[config.mk]
export PLATFORM = sky130hd
export DESIGN_NAME = cfbm_io_ram
export DESIGN_NICKNAME = d
export VERILOG_FILES = /design/src/sv/cfbm_pkg.sv /design/src/sv/cfbm_io_ram.sv
export SDC_FILE = /design/constraint.sdc
export NUM_CORES = 2
export LEC_CHECK = 0
export ABC_AREA = 1
export BUFFER_PORTS_ARGS = -buffer_cell sky130_fd_sc_hd__buf_2
export CAP_MARGIN = 25
export CELL_PAD_IN_SITES_DETAIL_PLACEMENT = 0
export CELL_PAD_IN_SITES_GLOBAL_PLACEMENT = 1
export CORE_MARGIN = 2
export CORE_UTILIZATION = 30
export DETAILED_ROUTE_END_ITERATION = 8
export PLACE_DENSITY = 0.6
export SLEW_MARGIN = 20
export SYNTH_ARGS = -nofsm -noshare
export SYNTH_HDL_FRONTEND = slang
export SYNTH_SLANG_ARGS = --single-unit
[constraint.sdc]
create_clock -name clk -period 2 [get_ports clk]
set_input_delay 0.2 -clock clk [delete_from_list [all_inputs] [get_ports clk]]
set_output_delay 0.2 -clock clk [all_outputs]
set_load 0.02 [all_outputs]
[src/sv/cfbm_pkg.sv]
package cfbm_pkg;

  localparam int ADDR_W = 14;
  localparam int DATA_W = 8;
  localparam int BANK_W = 5;
  localparam int RAM_AW = 8;
  localparam int BANK_BYTES = 16384;

  localparam logic [1:0] CMD_BUS      = 2'd0;
  localparam logic [1:0] CMD_LOAD_ROM = 2'd1;
  localparam logic [1:0] CMD_LOAD_MAP = 2'd2;

  localparam logic [7:0] OFF_BANK = 8'h00;
  localparam logic [7:0] OFF_CTRL = 8'h02;

  localparam logic [DATA_W-1:0] OOB_BYTE = 8'hFF;

  localparam logic REG_INITIAL_EXROM = 1'b0;
  localparam logic REG_INITIAL_GAME  = 1'b1;

  typedef struct packed {
    logic [1:0]        cmd;
    logic              read_not_write;
    logic [ADDR_W-1:0] addr;
    logic              roml_n;
    logic              romh_n;
    logic              io1_n;
    logic              io2_n;
    logic [DATA_W-1:0] data;
    logic [BANK_W-1:0] load_bank;
  } req_t;

  typedef struct packed {
    logic [DATA_W-1:0] bus_byte;
    logic              drive;
    logic              exrom_line;
    logic              game_line;
  } rsp_t;

  // Decoded item held while its memory reads complete.
  typedef struct packed {
    logic rom_rd;
    logic ram_rd;
    logic bank_wr;
    logic ctrl_wr;
    logic bank_oob;
    logic exrom_new;
    logic game_new;
  } ctl_t;

endpackage

[src/sv/cfbm_io_ram.sv]
module cfbm_io_ram (
  input  logic                       clk,
  input  logic                       rst,
  input  logic                       we,
  input  logic [cfbm_pkg::RAM_AW-1:0] waddr,
  input  logic [cfbm_pkg::DATA_W-1:0] wdata,
  input  logic                       re,
  input  logic [cfbm_pkg::RAM_AW-1:0] raddr,
  output logic [cfbm_pkg::DATA_W-1:0] rdata
);
  import cfbm_pkg::*;

  localparam int DEPTH = 1 << RAM_AW;

  logic [DATA_W-1:0] mem [DEPTH];
  logic [DEPTH-1:0]  vld;
  logic [DATA_W-1:0] rd_q;
  logic              rd_vld;

  // Entries never written read as zero.
  always_ff @(posedge clk) begin
    if (rst) begin
      vld <= '0;
    end else if (we) begin
      vld[waddr] <= 1'b1;
    end
  end

  always_ff @(posedge clk) begin
    if (we) begin
      mem[waddr] <= wdata;
    end
    if (re) begin
      rd_q   <= mem[raddr];
      rd_vld <= vld[raddr];
    end
  end

  assign rdata = rd_vld ? rd_q : '0;

endmodule

# Word-level counts from Yosys, hierarchy flattened
# Memories as Yosys holds them, arrays and structs flattened. A register that Yosys moved wholly into a read port is not among the register bits.
# Cells that the tools add are included.
# op_classes
add_sub_neg,0
multipliers,0
n_div,0
magnitude_cmp,3
eq_ne,0
shifts,0
mux,7
n_bitwise,1
reduce_logical,1
# op_table
op,count
$or A256 B256 Y256,1
$lt A8 B9 Y1 const B,2
$bmux W1 S8,1
$demux W1 S8,1
$ge A8 B1 Y1 const B,1
$mux W8,1
$mux W1,4
$logic_and A1 B1 Y1,1
# word_totals
regBits,257
latch_bits,0
mem_bits_rw,2048
romBits,0
output_inout_bits,8
elab_cells,15
mem_count,1
# mem_list
memory,words,width,read_ports,rd_clocked_by_memory_dff,wr,line_no,text
mem,256,8,1,1,1,cfbm_io_ram.sv:15,logic [DATA_W-1:0] mem [DEPTH];

# Longest topological paths before layout
# logic_depth
depth_word,5
depth_mapped,15
mapped_depth_nobuf,11

# Worst setup path after synthesis
# OpenSTA, ideal clock, no wires.
# synth_path
path_type,input port to flip-flop
start,input port we
end,memory mem[189][0] (enable)
setup_ns,0.374
arrival_time_ns,1.386
setup_slack_ns,0.241
cell_stages,6
path_cell_list,clkinv_1 -> clkbuf_1 -> nor2_1 -> inv_1 -> clkbuf_1 -> nor2_1
# synth_between
elab_chain_cells,2
# synth_lines
item,line_no,text
start: declaration,cfbm_io_ram.sv:4,"input logic we,"
$mux W1,cfbm_io_ram.sv:30,if (we) begin
$mux W1 (implied by the code),cfbm_io_ram.sv:31,mem[waddr] <= wdata;
end: declaration,cfbm_io_ram.sv:15,
# Every way passes these cells.

# Worst setup path after layout
# layout_path
start,register rd_vld
end,output port rdata[3] (netlist bit)
# layout_between
elab_chain_cells,1
# layout_lines
item,line_no,text
start: declaration,cfbm_io_ram.sv:18,logic rd_vld;
start signal: assignment,cfbm_io_ram.sv:35,rd_vld <= vld[raddr];
$mux W8,cfbm_io_ram.sv:39,assign rdata = rd_vld ? rd_q : '0;
end: declaration,cfbm_io_ram.sv:9,output logic [cfbm_pkg::DATA_W-1:0] rdata
# Every way passes these cells.

==> results.toml <==
[sta]
maxSlewViolCount = 0
finalCriticalPeriod_ns = 2.04
clock-skew-final_ns = 0.0769
worst_pin_slew_ns = 0.747
relSlewSlack = 0.502
fmax_ghz = 0.491
finalCritPeriodShare = 1.02
finalHoldViolations = 0
setup_viol = 8
fin_ws_ns = -0.0378
rsz0062_at_grt = "yes"
setup_tns_ns = -0.220

[setup_path]
worstSetupPathType = "reg2out"
required_ns = 1.80
end_kind = "output pin"
cp_max_fo = 8
critPathArrivalTime_ns = 1.84
worst_setup_path_start_kind = "flip-flop"

[yosys]
synth_top_family_by_area = "simple AND/OR/NAND/NOR gates"
syn_nets = 8439
yosys.area_share.simple = 0.250
synthMuxAreaShare = 0
synth_xor_area_frac = 0
synth_largest_area_cell = "edfxtp_1"
synthDistinctLibCells = 16
avgSynthCellArea_um2 = 11.1
yosys_register_bits = 2313
synth_warnings = 0
yosysSeqAreaShare = 0.717
synth_compound_area_frac = 0.000536
synthTopCellsByArea = "edfxtp_1 (66%), nand3_1 (12%), nand2_1 (9.5%)"
synth_area_um2 = 93300
yosysTopAreaCellShare = 0.662
syn_inst = 8411
synthAdderAreaFrac = 0

[grt]
grt_pass1_wl_um = 435000
antenna_found_initial = 18
grt_use_met2 = 0.304
grt_max_degree = 104
grt_most_used_layer = "met2"
use_met1 = 0.255
grt_util_all_layers = 0.184
grt_pass1_vias = 62800
grt_overflow_total = 0
use_met3 = 0.0244

[pwr]
p_leak_nw = 40.4
power_density_nw_per_um2 = 928
max-vdd-ir-drop_uv = 821

[floorplanning]
core_area_um2 = 309000
die_x_um = 562
fp.dieH_um = 562
die-area_um2 = 315000
start_util = 0.302
io_pins = 36
rows = 204

[clocking]
clock_latency_ns = 0.91
clk_pin_slew_ns = 0.06
cts_buffer_depth = 4
clock-root-buffer = "clkbuf_16"
ctsHtreeMaxLevel = 4
cts_sinks = 2313
cts_inserted_buffers = 247
cts_tree = "built"

[min_path]
hold_class = "in2reg"

[placement]
post-place-ws_ns = -0.802
port_buffers = 35
place_congestion = 0.837
dp_hpwl_um = 189000
dp.cells = 12800

[job]
maxCapViolCount = 0

[route]
drc_errors = 0
via_per_inst = 4.91
wl_um = 298000
first_pass_iters = 6
detail-route-antenna-nets = 0
vias = 65300
dr.first_iter.drc_count = 6413
wire_per_inst_um = 22.4

[layout]
multiInputGateArea_um2 = 23600
num-fill-cells = 30100
instances_no_fill = 13300
nets = 9003
synthToLayoutAreaGrowth_pct = 20.8
final_common_cell = "nand2_1"
final_cell_mix = "nand2_1 (2356), nand3_1 (2250), edfxtp_1 (2057)"
seqCellArea_um2 = 66900
postLayoutCoreUtil = 0.365
drive_gt1_frac = 0.136

[run_status]
violations = "setup timing"
status = "finished, violations left"
-- cell families (layout without fill, tap and decap cells) --
logic type             Yosys count  in the layout
other                            0              3
AOI/OAI and AO/OA                5              5
DFF                           2313           2313
and+or+nand+nor               5448           5448
buffers and inverters          645           1416
-- critical path, cell delays in order (launching register included) --
cell and delay (ns):
edfxtp_1 0.42, buf_12 0.20, nand2_8 0.13, inv_4 0.04, buf_6 0.12
-- metal layers --
metal  share of wire  wire, µm
met4           0.027      7970
met1            0.44    130000
met2            0.48    142000
met3           0.060     18000
met5               0         0
-- report_power, final --
group / total (W) / switching (W) / internal (W)
combinational: 0.00747 / 0.00518 / 0.00229
sequential: 0.0527 / 0.0000543 / 0.0526
clock: 0.0445 / 0.0191 / 0.0254
total: 0.105 / 0.0243 / 0.0803
-- final cells by class --
type / count / area share
Clock buffer: 349 / 0.0603
Multi-Input combinational cell: 5453 / 0.209
Tap cell: 4120 / 0.0457
Timing Repair Buffer: 879 / 0.0796
Clock inverter: 107 / 0.00865
Antenna cell: 3 / 0.0000666
Inverter: 81 / 0.00320
Sequential cell: 2313 / 0.593
-- timing repair --
item | 4_1_cts | 5_1_grt
hold buffers | 12 | 0
resized for setup | 36 | 37
setup endpoints to repair | 13 | 14
hold endpoints to repair | 1338 | 0
setup buffers | 1 | 0
pin swaps | 0 | 4
-- synth_stat cells (all sizes together) --
library cell,instances
dfxtp,256
edfxtp,2057
nand2,2364
clkinv,4
o21ba,5
clkbuf,135
nor3,3
buf,429
inv,77
nor2,813
nand3,2268
-- through the flow --
step / hold slack, ns / cell area (µm²) / total power, W
floorplan: 0.299 / 93300 / 0.0570
global placement: 0.449 / 105000 / 0.0611
detailed placement: 0.458 / 105000 / 0.0611
CTS: 0.0148 / 113000 / 0.105
global route: 0.104 / 113000 / 0.108
finish: 0.0786 / 113000 / 0.105
-- flip-flops by register name (all words and copies together), names as in the netlist --
signal,cells
vld,256
rd_q,8
rd_vld,1
mem,2048
-- path summary, 6_finish.rpt --
| kind | from | end | slack, ns | depth (start not counted) |
|---|---|---|---|---|
| worst min-delay path | waddr[0] | mem[163][6] | 0.08 | 6 |
| worst max-delay path | rd_vld | rdata[3] | -0.04 | 4 |
| worst max register to register | mem[207][7] | rd_q[7] | 0.06 | 10 |
| worst min register to register | vld[113] | vld[113] | 0.47 | 2 |
(Power assumes the default switching activity.)
