==> src/sv/cfbm_ram.sv <==
module cfbm_ram #(
  parameter int DW = 8,
  parameter int DEPTH = 64
) (
  input  logic                     clk,
  input  logic                     we,
  input  logic [$clog2(DEPTH)-1:0] waddr,
  input  logic [DW-1:0]            wdata,
  input  logic                     re,
  input  logic [$clog2(DEPTH)-1:0] raddr,
  output logic [DW-1:0]            rdata
);

  logic [DW-1:0] mem [DEPTH];

  always_ff @(posedge clk) begin
    if (we) begin
      mem[waddr] <= wdata;
    end
    if (re) begin
      rdata <= mem[raddr];
    end
  end

endmodule

==> config.mk <==
export PLATFORM = sky130hd
export DESIGN_NAME = cfbm_ram
export DESIGN_NICKNAME = d
export VERILOG_FILES = /design/src/sv/cfbm_ram.sv
export SDC_FILE = /design/constraint.sdc
export NUM_CORES = 1
export LEC_CHECK = 0
export BUFFER_PORTS_ARGS = -buffer_cell sky130_fd_sc_hd__buf_2
export CORE_ASPECT_RATIO = 0.9
export CORE_MARGIN = 4
export CORE_UTILIZATION = 43
export CTS_CLUSTER_DIAMETER = 120
export DETAILED_ROUTE_END_ITERATION = 8
export PLACE_DENSITY = 0.62
export REMOVE_ABC_BUFFERS = 1
export SLEW_MARGIN = 0
export SYNTH_ARGS = -nofsm -noshare
export SYNTH_HDL_FRONTEND = slang
export SYNTH_SLANG_ARGS = --single-unit
==> constraint.sdc <==
create_clock -name clk -period 2.4 [get_ports clk]
set_clock_uncertainty 0.2 [all_clocks]
set_input_delay 0.24 -clock clk [delete_from_list [all_inputs] [get_ports clk]]
set_output_delay 0.24 -clock clk [all_outputs]
set_load 0.05 [all_outputs]
Yosys cells after proc, flatten, opt, wreduce, memory -nomap -nowiden --
Memories as Yosys holds them, arrays and structs flattened. A register that Yosys moved wholly into a read port is not among the register bits. Cells that the tools add are included. W data, S select, Z words.
Word-level totals: bits in registers 0, RAM bits 512, input bits 23, memories 1
Memory list:
- mem | words 64, width 8, rd ports 1, clocked after memory_dff 1, write ports 1, line 14 | logic [DW-1:0] mem [DEPTH];
Cells by class: muxes and demuxes 2
Operators by type and width (count):
- $mux W1 | 2

Logic depth before layout (Yosys ltp) --
Gate-level depths: netlist of run 1.
word-level depth 2, gate-level depth with buffers 9, gate-level depth less buffers 5

Worst setup path after synthesis of run 1 --
No wires, ideal clock.
path kind input port to flip-flop, start point input raddr[1], end point register rdata[3] (read register of mem) (data pin), library setup time 266 ps, arrival time 1780 ps, setup slack 154 ps, stages on the path 7, path buffers 3, cells stage by stage buf_4 buf_2 buf_2 mux4_2 mux4_2 o21ai_1 o41ai_1
RTL lines:
- start, declared | line 10 | input logic [$clog2(DEPTH)-1:0] raddr,
- end, declared | line 11 | output logic [DW-1:0] rdata

==> flow_metrics.env, run 1 <==
export IMPL_place_hpwl_mm=30.3
export IMPL_yosysWarnings=0
export IMPL_setup_violations_final=0
export IMPL_crit_family="multiplexers"
export IMPL_drc=0
export IMPL_num_vias=9975
export IMPL_fp_dieArea_mm2=0.0506
export IMPL_fin_nets=1150
export IMPL_core_area_mm2=0.0465
export IMPL_path_cells="mux4_2 -> mux2_2 -> o221a_2 -> nor3_2 -> buf_4 -> o32ai_1"
export IMPL_ys_seq_elements=520
export IMPL_grt_pass1_vias=10100
export IMPL_worstSetupPathType="reg2reg"
export IMPL_cp_max_fo=1
export IMPL_slew_limit_headroom_pct=48.6
export IMPL_vias_per_cell=5.60
export IMPL_cp_num_buf_inv=1
export IMPL_track_usage_pct=18.5
export IMPL_netlist_area_mm2=0.0202
export IMPL_slowest_stage="mux4_2"
export IMPL_hp_class="in2reg"
export IMPL_first_iter_violations=963
export IMPL_ir_drop_mv=0.502
export IMPL_status="completed"
export IMPL_min_period_ns=2.30
export IMPL_rsz0062_at_grt="no"
export IMPL_cp_end_kind="flip-flop"
export IMPL_drive_gt1_share_pct=34.0
export IMPL_multi_input_area_mm2=0.00432
export IMPL_synth_cells=940
export IMPL_overflow=0
export IMPL_cts_buffer_depth=3
export IMPL_area_delta_synth_final_pct=17.5
export IMPL_fillerInstances=3700
export IMPL_path_clk_slew_ns=0.06
export IMPL_critPathArrivalTime_ns=2.41
export IMPL_r2r_slack_ns=0.10
export IMPL_seq_area_frac_synth_pct=77.1
export IMPL_p_per_area_mw_per_mm2=784
export IMPL_wl_mm=46.6
export IMPL_drv_cap=0
export IMPL_root_buffer="clkbuf_16"
export IMPL_cts_sinks=520
export IMPL_slowest_delay_ns=0.47
export IMPL_insertion_delay_ns=0.58
export IMPL_rows=75
export IMPL_ys_types=39
export IMPL_numCtsBuffers=50
export IMPL_drv_slew=0
export IMPL_ant_nets=0
export IMPL_antenna_found_initial=1
export IMPL_worst_pin_slew_ns=0.771
export IMPL_finalSetupTns_ns=0
export IMPL_seq_area_mm2=0.0156
export IMPL_avgSynthCellArea_um2=21.5
export IMPL_wl_per_cell_um=26.1
export IMPL_layout_cells_non_filler=1782
export IMPL_grt_pass1_wl_mm=68.6
export IMPL_cts_tree="built"
export IMPL_p_leak_nw=7.72
export IMPL_crit_required_ns=2.51
export IMPL_htree_levels=2
export IMPL_fp_dieW_um=237
export IMPL_cts_setup_buffers=0
export IMPL_first_pass_iters=6
export IMPL_dp_cells=1686
export IMPL_gp_congestion=0.805
export IMPL_die_height_um=214
export IMPL_start_util_pct=43.5
export IMPL_grt_max_degree=65
export IMPL_clock_fmax_mhz=435
export IMPL_diodes=0
export IMPL_min_period_over_period_pct=95.8
export IMPL_cp_start_kind="flip-flop"
export IMPL_port_buffers=30
export IMPL_pin_count=31
export IMPL_hold_violations=0
## worst register-to-register path: cells and delay by family, from the launching register on
family                 cells  cell delay (ns)
muxes                      2             0.77
buffers and inverters      1             0.14
and+or+nand+nor            1             0.21
AOI/OAI and AO/OA          2             0.38
DFF                        1             0.35
## sequential cells by signal, indices dropped and copies added, names as in the netlist
name / count
rdata: 8
mem: 512
## through the flow
| step | area, um^2 | power (mW) | hold slack [ns] | worst slack, ns | util (%) |
|---|---|---|---|---|---|
| floorplan | 19900 | 10.7 | 0.139 | 0.377 | - |
| global placement | 22200 | 11.4 | 0.433 | -0.289 | 47.7 |
| detailed placement | 22200 | 11.4 | 0.422 | -0.299 | 47.7 |
| CTS | 23800 | 18.8 | 0.0157 | 0.0283 | 51.1 |
| global route | 23800 | 19.3 | 0.0451 | 0.0243 | 51.1 |
| finish | 23800 | 18.6 | 0.0261 | 0.101 | 51.1 |
## power by group
group,switching (mW),internal [mW]
Clock,3.25,4.21
Combinational,0.644,0.448
Sequential,0.0258,10.1
Total,3.92,14.7
## path summary, 6_finish.rpt
| path | start | end | cells past startpoint |
|---|---|---|---|
| worst max-delay path | mem[21][4]$_DFFE_PP_ | rdata[4]$_DFFE_PP_ | 6 |
| worst min-delay path | wdata[1] | mem[14][1]$_DFFE_PP_ | 1 |
| worst max register to register | mem[21][4]$_DFFE_PP_ | rdata[4]$_DFFE_PP_ | 6 |
| worst min register to register | mem[4][7]$_DFFE_PP_ | rdata[7]$_DFFE_PP_ | 4 |
## Yosys cell counts
library cell,n,area [um^2]
clkbuf_1,17,63.8
nand2_1,19,71.3
o2111ai_1,3,26.3
o221a_2,2,22.5
buf_4,13,97.6
o21ai_1,2,10.0
a221oi_1,6,52.6
buf_12,2,40.0
o41ai_1,2,17.5
a31oi_1,1,6.26
a211oi_1,4,30.0
nand4_1,2,12.5
nand4b_1,1,8.76
buf_6,4,45.0
edfxtp_1,520,15600
and2_1,1,6.26
nor2b_1,14,87.6
mux2_2,13,146
o221ai_1,8,70.1
nor3_1,7,35.0
nor4_1,2,12.5
mux4_2,126,2840
buf_2,11,55.1
o311ai_1,1,8.76
o22ai_1,8,50.1
o32ai_1,2,17.5
a21oi_1,3,15.0
nand3_1,13,65.1
nor2_1,83,312
or3_1,1,6.26
nand3b_1,3,22.5
a22oi_1,3,22.5
o2bb2ai_1,3,26.3
a2111oi_0,2,17.5
mux2i_1,23,230
nand2b_1,7,43.8
buf_1,4,15.0
o21a_1,2,15.0
o21ai_0,2,10.0
## logic make-up after synthesis
logic type	share of synthesized area, %
compound gates	2.06
buf+inv	1.56
flops	77.1
mux	15.9
simple gates	3.37
## cells in the final DEF, fill, tap and decap left out, types with 13 or more instances in the layout
cell type / synthesis / layout
clkinv_2: 0 / 17
nor2_1: 83 / 83
mux4_2: 126 / 126
buf_4: 13 / 137
edfxtp_1: 520 / 520
mux2_2: 13 / 13
nand3_1: 13 / 13
clkbuf_16: 0 / 51
buf_12: 2 / 16
mux2i_1: 23 / 23
buf_2: 11 / 27
nand2_1: 19 / 19
nor2b_1: 14 / 14
## timing repair
action	4_1_cts	5_1_grt
resized for setup	0	1
hold buffers	5	0
endpoints found under the setup margin	0	1
endpoints found under the hold margin	69	0
## area by class of cell
cell class | count | area share (%)
well taps | 616 | 3.24
clock inverters | 31 | 0.962
flip-flops and latches | 520 | 65.6
repair buffers | 186 | 6.51
multi-input cells | 369 | 18.2
clock buffers | 60 | 5.51
## layer usage
metal	part of all wire (%)	GRT usage, %	vias up
li1	-	-	4308
met1	45	27.4	5302
met2	47	28.9	299
met3	6.0	3.37	66
met4	2.3	4.95	0
met5	0	0	-
Note: power is estimated with default switching activity, not from simulation.
==> run 2, diff against run 1 <==
PLACE_DENSITY = 0.67   (was 0.62)
==> flow_metrics.env, run 2 (synthesized netlist as in run 1, its figures left out) <==
export IMPL_setup_violations_final=0
export IMPL_r2r_slack_ns=0.07
export IMPL_cp_start_kind="flip-flop"
export IMPL_ant_nets=0
export IMPL_worstSetupPathType="reg2reg"
export IMPL_p_leak_nw=7.84
export IMPL_first_iter_violations=1061
export IMPL_wl_mm=46.5
export IMPL_timing_rr_end="rdata[4]$_DFFE_PP_"
export IMPL_port_buffers=30
export IMPL_root_buffer="clkbuf_16"
export IMPL_cts_sinks=520
export IMPL_vias_per_cell=5.66
export IMPL_first_pass_iters=7
export IMPL_dp_cells=1698
export IMPL_wl_per_cell_um=25.9
export IMPL_worst_pin_slew_ns=0.836
export IMPL_holdPathEnd="mem[49][7]$_DFFE_PP_"
export IMPL_hold_violations=0
export IMPL_numCtsBuffers=50
export IMPL_gp_congestion=0.817
export IMPL_overflow=0
export IMPL_num_vias=10200
export IMPL_htree_levels=2
export IMPL_min_period_over_period_pct=96.9
export IMPL_ir_drop_mv=0.434
export IMPL_start_util_pct=43.5
export IMPL_layout_cells_non_filler=1797
export IMPL_cp_max_fo=1
export IMPL_largest_reg_flops=512
export IMPL_path_clk_slew_ns=0.07
export IMPL_final_common_cell="edfxtp_1"
export IMPL_fillerInstances=3623
export IMPL_worstHoldStart="waddr[1]"
export IMPL_clock_fmax_mhz=430
export IMPL_r2r_start="mem[21][4]$_DFFE_PP_"
export IMPL_antenna_found_initial=0
export IMPL_p_per_area_mw_per_mm2=795
export IMPL_drc=0
export IMPL_critPathArrivalTime_ns=2.44
export IMPL_grt_max_degree=65
export IMPL_track_usage_pct=18.6
export IMPL_hp_class="in2reg"
export IMPL_cts_tree="built"
export IMPL_area_delta_synth_final_pct=18.8
export IMPL_hold_depth=3
export IMPL_insertion_delay_ns=0.58
export IMPL_whs_ns=0.0449
export IMPL_fin_nets=1164
export IMPL_rsz0062_at_grt="no"
export IMPL_cp_end_kind="flip-flop"
export IMPL_grt_pass1_vias=10400
export IMPL_status="completed"
export IMPL_rr_worst_depth=5
export IMPL_slew_limit_headroom_pct=44.2
export IMPL_fp_dieArea_mm2=0.0506
export IMPL_drive_gt1_share_pct=34.6
export IMPL_diodes=0
export IMPL_crit_required_ns=2.51
export IMPL_min_period_ns=2.33
export IMPL_drv_cap=0
export IMPL_grt_pass1_wl_mm=69.2
export IMPL_core_area_mm2=0.0465
export IMPL_top_regs="mem x512, rdata x8"
export IMPL_drv_slew=0
export IMPL_place_hpwl_mm=29.8
export IMPL_pin_count=31
export IMPL_rows=75
export IMPL_fp_dieW_um=237
export IMPL_final_cell_mix="edfxtp_1 (520), buf_4 (147), mux4_2 (126)"
export IMPL_cts_setup_buffers=0
export IMPL_top_register="mem"
export IMPL_die_height_um=214
export IMPL_cts_buffer_depth=3
run 2: area by class of cell:
| type | instances | area (um^2) | share of cell area (%) |
|---|---|---|---|
| clock buffers | 60 | 1350 | 5.62 |
| well taps | 616 | 771 | 3.20 |
| repair buffers | 200 | 1680 | 7.00 |
| clock inverters | 32 | 312 | 1.30 |
| flip-flops and latches | 520 | 15600 | 64.9 |
| multi-input cells | 369 | 4320 | 18.0 |
run 2: power breakdown:
part | leakage (nW) | total (mW) | switching, mW | internal (mW)
Sequential | 4.69 | 10.1 | 0.0278 | 10.1
Clock | 0.811 | 7.92 | 3.27 | 4.66
Combinational | 2.35 | 1.10 | 0.636 | 0.464
run 2: how the worst max path moves through the flow:
stage,startpoint,end,cells past startpoint
detailed placement,raddr[0],rdata[1]$_DFFE_PP_,8
finish,mem[21][4]$_DFFE_PP_,rdata[4]$_DFFE_PP_,5
CTS,mem[21][4]$_DFFE_PP_,rdata[4]$_DFFE_PP_,5
floorplan,mem[29][4]$_DFFE_PP_,rdata[4]$_DFFE_PP_,5
global placement,raddr[0],rdata[1]$_DFFE_PP_,8
global route,mem[12][1]$_DFFE_PP_,rdata[1]$_DFFE_PP_,5
run 2: metal layers:
metal  vias to the layer above  part of all wire, %  global-route usage, %
met3                        77                  7.0                   3.59
li1                       4339                    -                      -
met1                      5373                   43                   27.5
met5                         -                    0                      0
met4                         0                  2.7                   5.23
met2                       390                   47                   28.8
run 2: what timing repair did:
| action | CTS | global route |
|---|---|---|
| hold buffers | 7 | 0 |
| hold endpoints to repair | 250 | 0 |
| setup endpoints to repair | 1 | 0 |
| resized for setup | 1 | 0 |
run 2: through the flow:
step | utilization, % | setup slack (ns) | power (mW) | setup TNS, ns | area [um^2]
after floorplan | - | 0.377 | 10.7 | 0 | 19900
after global placement | 47.9 | -0.290 | 11.4 | -1.78 | 22300
after detailed placement | 47.9 | -0.324 | 11.4 | -1.84 | 22300
after CTS | 51.7 | 0.0993 | 19.3 | 0 | 24100
after global routing | 51.7 | 0.0555 | 19.7 | 0 | 24100
final | 51.7 | 0.0737 | 19.1 | 0 | 24100
run 2: worst max-delay path: stages, from the launching register on:
cell and delay [ns]:
edfxtp_1 0.37, mux4_2 0.49, mux2_2 0.27, o221a_2 0.31, nor3_2 0.30, o32ai_1 0.14
==> run 3, diff against run 2 <==
CORE_MARGIN = 1   (was 4)
PLACE_DENSITY = 0.69   (was 0.67)
clock period = 1.95 ns   (was 2.4 ns; I/O delays follow)
==> flow_metrics.env, run 3 (synthesized netlist as in run 1, its figures left out) <==
export IMPL_p_per_area_mw_per_mm2=963
export IMPL_cp_start_kind="flip-flop"
export IMPL_hp_class="in2reg"
export IMPL_gp_congestion=0.858
export IMPL_numCtsBuffers=50
export IMPL_root_buffer="clkbuf_16"
export IMPL_area_delta_synth_final_pct=18.5
export IMPL_ant_nets=0
export IMPL_clock_fmax_mhz=441
export IMPL_drc=0
export IMPL_first_iter_violations=1139
export IMPL_fin_nets=1169
export IMPL_top_regs="mem x512, rdata x8"
export IMPL_final_common_cell="edfxtp_1"
export IMPL_min_period_ns=2.27
export IMPL_antenna_found_initial=0
export IMPL_min_period_over_period_pct=116
export IMPL_top_register="mem"
export IMPL_critPathArrivalTime_ns=2.40
export IMPL_rsz0062_at_grt="yes"
export IMPL_fp_dieArea_mm2=0.0480
export IMPL_insertion_delay_ns=0.59
export IMPL_port_buffers=30
export IMPL_cp_end_kind="flip-flop"
export IMPL_cts_sinks=520
export IMPL_htree_levels=2
export IMPL_drv_slew=0
export IMPL_whs_ns=0.0576
export IMPL_design_area_mm2=0.0240
export IMPL_pin_count=31
export IMPL_failed_checks="setup timing"
export IMPL_die_height_um=208
export IMPL_final_util_pct=51.5
export IMPL_hold_violations=0
export IMPL_status="finished with violations"
export IMPL_worst_pin_slew_ns=1.20
export IMPL_drv_cap=0
export IMPL_slew_limit_headroom_pct=19.8
export IMPL_track_usage_pct=19.5
export IMPL_core_area_mm2=0.0465
export IMPL_path_clk_slew_ns=0.06
export IMPL_ir_drop_mv=0.570
export IMPL_diodes=0
export IMPL_cp_max_fo=1
export IMPL_layout_setup_ws_ns=-0.318
export IMPL_final_cell_mix="edfxtp_1 (520), buf_4 (163), mux4_2 (126)"
export IMPL_setup_violations_final=8
export IMPL_crit_required_ns=2.08
export IMPL_num_vias=10100
export IMPL_wl_per_cell_um=25.3
export IMPL_vias_per_cell=5.62
export IMPL_cts_buffer_depth=3
export IMPL_placed_area_mm2=0.0222
export IMPL_rows=75
export IMPL_worstSetupPathType="reg2reg"
export IMPL_start_util_pct=43.5
export IMPL_fp_dieW_um=231
export IMPL_first_pass_iters=7
export IMPL_grt_max_degree=65
export IMPL_largest_reg_flops=512
export IMPL_overflow=0
export IMPL_grt_pass1_wl_mm=68.1
export IMPL_p_leak_nw=7.81
export IMPL_place_hpwl_mm=29.2
export IMPL_grt_pass1_vias=10400
export IMPL_wl_mm=45.5
export IMPL_p_total_mw=23.1
export IMPL_drive_gt1_share_pct=35.9
export IMPL_cts_tree="built"
[run 3: metrics by stage]
step / worst slack (ns) / setup TNS (ns) / instances
after floorplan: -0.0727 / -0.145 / 889
after detailed placement: -0.752 / -4.90 / 1704
after CTS: -0.289 / -1.30 / 1802
after global placement: -0.761 / -4.92 / 1704
final: -0.318 / -1.27 / 1802
after global routing: -0.350 / -1.61 / 1802
[run 3: report_power, final]
part	switching [mW]	internal (mW)
clock	4.06	5.24
combinational	0.799	0.564
sequential	0.0362	12.4
[run 3: metal layers]
layer / vias up / wire, um / global-route usage, %
li1: 4356 / - / -
met2: 381 / 22000 / 30.7
met5: - / 0 / 0
met3: 71 / 3070 / 3.50
met1: 5324 / 19400 / 28.1
met4: 0 / 1150 / 5.66
[run 3: repair_timing]
item	CTS	global route
resized for setup	25	4
setup buffers	0	0
setup endpoints to repair	8	8
pin swaps	7	3
hold endpoints to repair	69	0
hold buffers	7	0
[run 3: worst max-delay path, stage by stage (launching register included)]
cell,delay (ns)
edfxtp_1,0.36
mux4_2,0.48
mux2_4,0.30
o221a_4,0.27
nor3_2,0.16
buf_4,0.15
o32ai_1,0.08
[run 3: final cells by class]
type                    count  area [um^2]
repair buffers            205         1580
fillers                  3657        22600
multi-input cells         369         4460
clock inverters            34          282
flip-flops and latches    520        15600
clock buffers              58         1280
well taps                 616          771
[run 3: final timing paths]
kind | from | to | slack, ns | depth (start not counted)
max | mem[21][6]$_DFFE_PP_ | rdata[6]$_DFFE_PP_ | -0.32 | 6
min | waddr[2] | mem[48][0]$_DFFE_PP_ | 0.06 | 3
min reg2reg | mem[23][1]$_DFFE_PP_ | rdata[1]$_DFFE_PP_ | 0.73 | 4
max reg2reg | mem[21][6]$_DFFE_PP_ | rdata[6]$_DFFE_PP_ | -0.32 | 6
